## src/rtl/cba_pkg.sv

```systemverilog
// Package for the contiguous block allocator: sizes, status codes, queue entry type.
`default_nettype none
package cba_pkg;
    localparam int NUM_BLOCKS  = 16;
    localparam int BLOCK_BYTES = 64;
    localparam int BLK_W       = $clog2(NUM_BLOCKS);
    localparam int CNT_W       = BLK_W + 1;
    localparam int SHIFT       = $clog2(BLOCK_BYTES);
    localparam int CAP_BYTES   = (NUM_BLOCKS * BLOCK_BYTES > 1024) ? 1024
                                 : NUM_BLOCKS * BLOCK_BYTES;
    localparam int BYTES_W     = 11;
    localparam int OFF_W       = 10;
    localparam int ST_W        = 3;

    localparam logic [ST_W-1:0] ST_OK         = 3'd0;
    localparam logic [ST_W-1:0] ST_BAD_SIZE   = 3'd1;
    localparam logic [ST_W-1:0] ST_ABOVE_POOL = 3'd2;
    localparam logic [ST_W-1:0] ST_ABOVE_FREE = 3'd3;
    localparam logic [ST_W-1:0] ST_NO_RUN     = 3'd4;
    localparam logic [ST_W-1:0] ST_NO_RECORD  = 3'd5;
    localparam logic [ST_W-1:0] ST_NOT_FOUND  = 3'd6;

    // classified request passed from front to back
    typedef struct packed {
        logic               is_free;
        logic [BYTES_W-1:0] bytes;
        logic [CNT_W-1:0]   need;
        logic [OFF_W-1:0]   offset;
        logic               off_ok;   // offset is block aligned and in range
        logic [BLK_W-1:0]   off_blk;
    } t_cmd;
endpackage
`default_nettype wire

```

## src/rtl/cba_front.sv

```systemverilog
// Front end: accepts requests and precomputes block count and offset decode.
`default_nettype none
module cba_front (
    input  wire logic                    i_clk,
    input  wire logic                    i_rst_n,
    input  wire logic                    i_push,
    output logic                         o_full,
    input  wire logic                    i_action,
    input  wire logic [10:0]             i_request_bytes,
    input  wire logic [9:0]              i_free_offset,
    output logic                         o_valid,
    input  wire logic                    i_take,
    output cba_pkg::t_cmd                o_cmd
);
    logic [1:0]          r_cnt, n_cnt;
    cba_pkg::t_cmd       r_q [2];
    logic                r_wp, r_rp;
    cba_pkg::t_cmd       w_c;
    logic                w_push, w_pop;
    logic [11:0]         w_sum;

    // decode the beat
    always_comb begin
        w_sum         = {1'b0, i_request_bytes} + 12'(cba_pkg::BLOCK_BYTES - 1);
        w_c.is_free   = i_action;
        w_c.bytes     = i_request_bytes;
        w_c.need      = (w_sum >> cba_pkg::SHIFT) > 12'(cba_pkg::NUM_BLOCKS)
                        ? cba_pkg::CNT_W'(cba_pkg::NUM_BLOCKS)
                        : cba_pkg::CNT_W'(w_sum >> cba_pkg::SHIFT);
        w_c.offset    = i_free_offset;
        w_c.off_ok    = (i_free_offset[cba_pkg::SHIFT-1:0] == '0) &&
                        ((i_free_offset >> cba_pkg::SHIFT) < 10'(cba_pkg::NUM_BLOCKS));
        w_c.off_blk   = cba_pkg::BLK_W'(i_free_offset >> cba_pkg::SHIFT);
    end

    assign o_full  = (r_cnt == 2'd2);
    assign o_valid = (r_cnt != 2'd0);
    assign o_cmd   = r_q[r_rp];
    assign w_push  = i_push && !o_full;
    assign w_pop   = i_take && o_valid;

    always_comb begin
        n_cnt = r_cnt + 2'(w_push) - 2'(w_pop);
    end

    // two-entry queue between front and back
    always_ff @(posedge i_clk) begin
        if (!i_rst_n) begin
            r_cnt <= '0;
            r_wp  <= 1'b0;
            r_rp  <= 1'b0;
        end else begin
            r_cnt <= n_cnt;
            if (w_push) r_wp <= !r_wp;
            if (w_pop)  r_rp <= !r_rp;
        end
        if (w_push) r_q[r_wp] <= w_c;
    end
endmodule
`default_nettype wire

```

## src/rtl/cba_back.sv

```systemverilog
// Back end: sequencer that scans block marks and records, one entry per cycle.
`default_nettype none
module cba_back (
    input  wire logic                    i_clk,
    input  wire logic                    i_rst_n,
    input  wire logic [10:0]             i_pool_bytes,
    input  wire logic                    i_valid,
    output logic                         o_take,
    input  wire cba_pkg::t_cmd           i_cmd,
    output logic                         o_empty,
    input  wire logic                    i_pop,
    output logic [2:0]                   o_status
);
    localparam logic [2:0] S_IDLE = 3'd0, S_CHK = 3'd1, S_RUN = 3'd2,
                           S_SLOT = 3'd3, S_MARK = 3'd4, S_FIND = 3'd5,
                           S_CLR = 3'd6, S_DONE = 3'd7;
    localparam int NB = cba_pkg::NUM_BLOCKS;
    localparam int BW = cba_pkg::BLK_W;
    localparam int CW = cba_pkg::CNT_W;

    logic [2:0]          r_st;
    cba_pkg::t_cmd       r_cmd;
    logic [NB-1:0]       r_busy, r_rv;
    logic [BW-1:0]       r_rs [NB];
    logic [CW-1:0]       r_rb [NB];
    logic [10:0]         r_rbytes [NB];
    logic [10:0]         r_used;
    logic [CW-1:0]       r_i, r_run, r_nblk;
    logic [BW-1:0]       r_start;
    logic [CW-1:0]       r_left;
    logic [BW-1:0]       r_slot;
    logic [2:0]          r_res;
    logic                r_have;
    logic [10:0]         w_pool, w_freeb;
    logic [11:0]         w_nb;
    logic [BW-1:0]       w_i;

    assign w_i      = r_i[BW-1:0];
    assign w_pool   = (i_pool_bytes > 11'(cba_pkg::CAP_BYTES))
                      ? 11'(cba_pkg::CAP_BYTES) : i_pool_bytes;
    assign w_freeb  = (r_used >= w_pool) ? 11'd0 : w_pool - r_used;
    assign w_nb     = ({1'b0, w_pool} + 12'(cba_pkg::BLOCK_BYTES - 1)) >> cba_pkg::SHIFT;
    assign o_take   = (r_st == S_IDLE) && i_valid && !r_have;
    assign o_empty  = !r_have;
    assign o_status = r_res;

    always_ff @(posedge i_clk) begin
        if (!i_rst_n) begin
            r_st   <= S_IDLE;
            r_busy <= '0;
            r_rv   <= '0;
            r_used <= '0;
            r_have <= 1'b0;
        end else begin
            if (i_pop && r_have) r_have <= 1'b0;
            case (r_st)
                S_IDLE: if (o_take) begin
                    r_cmd <= i_cmd;
                    r_i   <= '0;
                    r_run <= '0;
                    r_st  <= i_cmd.is_free ? S_FIND : S_CHK;
                end
                // size checks
                S_CHK: begin
                    r_nblk <= CW'(w_nb);
                    if (r_cmd.bytes == '0) begin
                        r_res <= cba_pkg::ST_BAD_SIZE;
                        r_st  <= S_DONE;
                    end else if (r_cmd.bytes > w_pool) begin
                        r_res <= cba_pkg::ST_ABOVE_POOL;
                        r_st  <= S_DONE;
                    end else if (r_cmd.bytes > w_freeb) begin
                        r_res <= cba_pkg::ST_ABOVE_FREE;
                        r_st  <= S_DONE;
                    end else r_st <= S_RUN;
                end
                // first-fit scan, one block a cycle
                S_RUN: begin
                    if (r_i >= r_nblk) begin
                        r_res <= cba_pkg::ST_NO_RUN;
                        r_st  <= S_DONE;
                    end else if (r_busy[w_i]) begin
                        r_run <= '0;
                        r_i   <= r_i + 1'b1;
                    end else begin
                        if (r_run == '0) r_start <= w_i;
                        r_run <= r_run + 1'b1;
                        if (r_run + 1'b1 == r_cmd.need) begin
                            r_i  <= '0;
                            r_st <= S_SLOT;
                        end else r_i <= r_i + 1'b1;
                    end
                end
                // lowest free record slot
                S_SLOT: begin
                    if (r_i == CW'(NB)) begin
                        r_res <= cba_pkg::ST_NO_RECORD;
                        r_st  <= S_DONE;
                    end else if (!r_rv[w_i]) begin
                        r_rv[w_i]     <= 1'b1;
                        r_rs[w_i]     <= r_start;
                        r_rb[w_i]     <= r_cmd.need;
                        r_rbytes[w_i] <= r_cmd.bytes;
                        r_used        <= r_used + r_cmd.bytes;
                        r_left        <= r_cmd.need;
                        r_i           <= CW'(r_start);
                        r_res         <= cba_pkg::ST_OK;
                        r_st          <= S_MARK;
                    end else r_i <= r_i + 1'b1;
                end
                S_MARK: begin
                    if (r_left == '0 || r_i >= CW'(NB)) r_st <= S_DONE;
                    else begin
                        r_busy[w_i] <= 1'b1;
                        r_i  <= r_i + 1'b1;
                        r_left <= r_left - 1'b1;
                    end
                end
                // record search for free
                S_FIND: begin
                    if (r_i == CW'(NB) || !r_cmd.off_ok) begin
                        r_res <= cba_pkg::ST_NOT_FOUND;
                        r_st  <= S_DONE;
                    end else if (r_rv[w_i] && r_rs[w_i] == r_cmd.off_blk) begin
                        r_rv[w_i] <= 1'b0;
                        r_used <= (r_used >= r_rbytes[w_i]) ? r_used - r_rbytes[w_i] : '0;
                        r_left <= r_rb[w_i];
                        r_i    <= CW'(r_rs[w_i]);
                        r_res  <= cba_pkg::ST_OK;
                        r_st   <= S_CLR;
                    end else r_i <= r_i + 1'b1;
                end
                S_CLR: begin
                    if (r_left == '0 || r_i >= CW'(NB)) r_st <= S_DONE;
                    else begin
                        r_busy[w_i] <= 1'b0;
                        r_i  <= r_i + 1'b1;
                        r_left <= r_left - 1'b1;
                    end
                end
                S_DONE: begin
                    r_have <= 1'b1;
                    r_st   <= S_IDLE;
                end
                default: r_st <= S_IDLE;
            endcase
        end
    end
endmodule
`default_nettype wire

```

## src/rtl/contiguous_block_allocator.sv

```systemverilog
// Top level of the first-fit contiguous block allocator.
//  channel | ports                                        | dir
//  request | push full i_action i_request_bytes i_free_offset | in
//  result  | empty pop o_status                           | out
//  config  | i_cfg_we i_cfg_data (pool_bytes)             | in
// A result is produced by the back-end sequencer, which walks block marks and record
// slots one entry per cycle.
// Reset is synchronous, active low; marks, valid bits and byte count clear at once.
// A two-entry queue lets requests arrive while the back end is busy; the back end
// waits while its one result beat is not popped and takes the next in the cycle after.
`default_nettype none
module contiguous_block_allocator (
    input  wire logic        i_clk,
    input  wire logic        i_rst_n,
    input  wire logic        push,
    output logic             full,
    input  wire logic        i_action,
    input  wire logic [10:0] i_request_bytes,
    input  wire logic [9:0]  i_free_offset,
    output logic             empty,
    input  wire logic        pop,
    output logic [2:0]       o_status,
    input  wire logic        i_cfg_we,
    input  wire logic [10:0] i_cfg_data
);
    logic [10:0]   r_pool_bytes;
    logic          w_valid, w_take;
    cba_pkg::t_cmd w_cmd;

    // pool size register
    always_ff @(posedge i_clk) begin
        if (!i_rst_n) r_pool_bytes <= 11'd1024;
        else if (i_cfg_we) r_pool_bytes <= i_cfg_data;
    end

    cba_front u_front (.i_clk, .i_rst_n, .i_push(push), .o_full(full), .i_action,
        .i_request_bytes, .i_free_offset, .o_valid(w_valid), .i_take(w_take),
        .o_cmd(w_cmd));

    cba_back u_back (.i_clk, .i_rst_n, .i_pool_bytes(r_pool_bytes),
        .i_valid(w_valid), .o_take(w_take), .i_cmd(w_cmd), .o_empty(empty),
        .i_pop(pop), .o_status);
endmodule
`default_nettype wire

```

## config.mk

```make
export PLATFORM = sky130hd
export DESIGN_NAME = contiguous_block_allocator
export DESIGN_NICKNAME = d
export VERILOG_FILES = /design/src/rtl/cba_pkg.sv /design/src/rtl/cba_front.sv /design/src/rtl/cba_back.sv /design/src/rtl/contiguous_block_allocator.sv
export SDC_FILE = /design/constraint.sdc
export NUM_CORES = 1
export LEC_CHECK = 0
export ABC_CLOCK_PERIOD_IN_PS = 10800
export BUFFER_PORTS_ARGS = -buffer_cell sky130_fd_sc_hd__buf_2
export CAP_MARGIN = 5
export CORE_ASPECT_RATIO = 0.7
export CORE_MARGIN = 1
export CORE_UTILIZATION = 61
export DETAILED_ROUTE_END_ITERATION = 16
export GPL_TIMING_DRIVEN = 0
export MAX_ROUTING_LAYER = met4
export PLACE_DENSITY = 0.78
export SKIP_LAST_GASP = 1
export SLEW_MARGIN = 15
export SYNTH_ARGS = -nofsm -noshare
export SYNTH_HDL_FRONTEND = slang
export SYNTH_SLANG_ARGS = --single-unit
```

## constraint.sdc

```tcl
create_clock -name i_clk -period 10.8 [get_ports i_clk]
set_input_delay 0.54 -clock i_clk [delete_from_list [all_inputs] [get_ports i_clk]]
set_output_delay 0.54 -clock i_clk [all_outputs]
set_load 0.01 [all_outputs]
```

==> run metrics <==
Worst Setup Path Type=flip-flop to flip-flop; CTS tree=done; share of synthesized area occupied by flip-flops and latches=64.43%; dominant combinational cell family by area after synthesis=multiplexers; CTS buffer count=43; buffer levels on the longest clock path=3; number of synthesized flops with an enable pin=412; insertion delay to the later sink of the worst-skew pair=570 ps; Critical Path AT=7020 ps; fin crit share=60.94%; first drt pass iteration count=6; XOR/XNOR share of the synthesized area=2.099%; share of the core filled with cells=70.66%; Async S/R FF share, synth=0%; number of distinct library cells after synthesis=70; net count after synthesis=1492; number of max-slew violations in the final report=0; post-CTS setup buffer count=0; worst setup skew after layout=20.83 ps; post-synthesis share of cell area spent on full adders, half adders and majority gates=4.280%; share of post-route cells with drive strength above 1=19.64%; vias per inst=6.554; unrepaired setup endpoints after global routing=no; ys flop type=edfxtp_1; worst hold path type=input port to flip-flop; core region area=33910 um^2; slew of the pin with the lowest slew margin=1182 ps; switching pwr=1.960 mW; kind of launch point of the worst setup path=flip-flop; synthesized cell area=21280 um^2; cells after synthesis=1383; clock network fraction of total power=27.2%; clk sink count=479; number of top-level pins=43; Worst Hold Margin=159.4 ps; Switching Share=33.20%; type of destination of the critical path=flip-flop; count of nets after finishing=1592; Post-DP HPWL=34.48 mm; wire length of the first global-routing pass=77.20 mm; post-route DRC violation count=0; Post-Syn Area per Cell=15.39 um^2; count of buffers inserted at the top-level ports=42; Root Buffer=clkbuf_16; All-Layer GR Usage=31.21%; min cycle time layout=6582 ps; global route overflow=0; Flop pwr share=39.1%; Die Y=158.3 um; pin count of the biggest net entering global routing=23; P&R area growth vs syn=12.58%; antenna violations before repair=1; worst IR drop on VDD=0.1387 mV; width of the chip=225.3 um; count of synthesis-stage warnings from yosys=0; Setup Viol. Count Final=0; Cell Rows=56; setup total negative slack=0 ps; leakage=8.223 nW; count of nets left with antenna violations after detail routing=0; commonest non-fill, non-tap cells in the layout=412 x edfxtp_1, 107 x mux4_2, 79 x nand2_1, 68 x ha_1, 67 x dfxtp_1; max_slew headroom=21.23%; weighted congestion reported at the end of routability-driven placement=0.9552; CP Data Required Time=11240 ps; Reg clk slew, reported paths=70 ps; total of max-cap violations=0; Post-CTS Hold Fix Bufs=0; total wire length after detailed routing=52.36 mm; DRC marker count from the first detailed-route iteration=1781; Power Dens Cells=246.4 nW/um^2; biggest fanout along the worst timing path=10; outcome=finished, final reports clean; share of cell area taken by muxes after synthesis=13.16%; hold path depth=1; H-tree depth=2; Int Pwr=3.945 mW; most common library cell in the layout ignoring fill and taps=edfxtp_1; vias in the first global route=12.34k; cts repair resizes=0; drt wl/cell=26.43 um; proportion of power drawn by combinational gates=33.7%; total die area=35660 um^2; Compound-Gate Fraction of Synth Area=6.790%; Synth Register Bits=479; initial cell density of the core=62.76%; Hold Fails Final Rpt=0; Post-Synth Simple-Gate Area=6.743%; number of antenna cells inserted=0; Fmax=0.1519 GHz; r2r worst-path depth=19; total chip power=5.905 mW; via count=12.98k
==> synthesized netlist by cell type (4+ instances only) <==
| cell | instances | share of area [%] |
|---|---|---|
| edfxtp_1 | 412 | 58 |
| mux4_2 | 107 | 11 |
| nor2_1 | 81 | 1.4 |
| nand2_1 | 79 | 1.4 |
| ha_1 | 68 | 4.0 |
| dfxtp_1 | 67 | 6.3 |
| inv_1 | 66 | 1.2 |
| o21ai_0 | 52 | 1.2 |
| clkbuf_1 | 41 | 0.72 |
| a21oi_1 | 31 | 0.73 |
| xnor2_1 | 27 | 1.1 |
| mux2_2 | 25 | 1.3 |
| xor2_1 | 24 | 0.99 |
| o21ai_1 | 22 | 0.52 |
| nor2b_1 | 21 | 0.62 |
| a21boi_0 | 16 | 0.56 |
| nand3_1 | 16 | 0.38 |
| nand4_1 | 16 | 0.47 |
| or3_1 | 16 | 0.47 |
| nor3_1 | 13 | 0.31 |
| mux2i_1 | 11 | 0.52 |
| o211ai_1 | 11 | 0.39 |
| a21o_1 | 10 | 0.35 |
| and2_1 | 10 | 0.29 |
| a221oi_1 | 9 | 0.37 |
| a31oi_1 | 9 | 0.26 |
| buf_1 | 8 | 0.14 |
| buf_2 | 8 | 0.19 |
| a22oi_1 | 7 | 0.25 |
| nor4_1 | 7 | 0.21 |
| o211ai_2 | 7 | 0.41 |
| a211oi_1 | 6 | 0.21 |
| nand2b_1 | 6 | 0.18 |
| o21a_1 | 5 | 0.18 |
| o21bai_1 | 5 | 0.18 |
| or2_2 | 5 | 0.15 |
| and3_1 | 4 | 0.12 |
==> sequential cells by signal (all words and copies together) (netlist names), 11 cells and up, named ones only <==
name and flops:
u_back.r_rb 80, r_pool_bytes 11, u_back.r_cmd 21, u_back.r_rs 64, u_back.r_used 11, u_back.r_rbytes 176
u_front.r_q 44
==> final timing paths <==
path / slack, ps / end / start
hold / removal: 160 / u_front.r_q[1][12] / i_free_offset[7]
setup / recovery: 4220 / u_back.r_used[7] / flip-flop
hold reg to reg: 480 / flip-flop / flip-flop
setup reg to reg: 4220 / u_back.r_used[7] / flip-flop
==> metrics by stage <==
stage / setup WS [ps] / cell area, um^2 / cells
2_1_floorplan: 5947 / 21280 / 1383
3_3_place_gp: 4491 / 22070 / 1889
3_5_place_dp: 4269 / 22510 / 1902
4_1_cts: 4218 / 23960 / 1981
5_1_grt: 3832 / 23960 / 1981
6_report: 4218 / 23960 / 1981
==> routing by layer <==
metal | GRT usage [%] | up-vias | routed length (um)
met5 | - | - | 0
li1 | - | 5587 | -
met4 | 7.515 | 0 | 1258
met2 | 46.27 | 806 | 23590
met3 | 7.529 | 103 | 6162
met1 | 44.15 | 6487 | 21340
==> worst max-delay path, cell delays in order, from the launching register on <==
cell and delay (ps):
dfxtp_1 320, buf_2 280, buf_1 590, buf_1 610, clkbuf_1 590, clkbuf_1 630
mux4_2 460, mux4_2 470, inv_1 110, ha_1 250, nor2b_1 150, o211ai_1 290
a31oi_1 120, or2_2 330, a41o_1 270, o21ai_0 170, a21oi_1 110, clkbuf_1 260
a221oi_1 330, nor2_1 80
==> power by group through the flow <==
stage / logic [mW] / clock network [mW] / registers [mW]
floorplan: 1.44 / 0 / 2.28
global placement: 1.88 / 0 / 2.33
detailed placement: 1.94 / 0 / 2.34
CTS: 1.97 / 1.62 / 2.30
global route: 2.14 / 1.68 / 2.32
finish: 1.99 / 1.61 / 2.31
==> layout make-up <==
type	count	area (um^2)
clock inverter	23	304.0
fill	2245	9951
tap	464	580.6
buffer	62	280.3
clock buffer	56	1145
multi-input combinational	775	7162
timing repair buffer	55	525.5
inverter	67	251.5
sequential	479	13710
==> kinds of logic (layout without fill, tap and decap cells) <==
logic type / after synthesis / after routing
fa+ha+maj: 71 / 71
buf+inv: 129 / 263
simple gates: 292 / 292
xor+xnor: 51 / 51
mux: 143 / 143
flops: 479 / 479
compound gates: 218 / 218
Note: power is estimated with default switching activity, not from simulation.
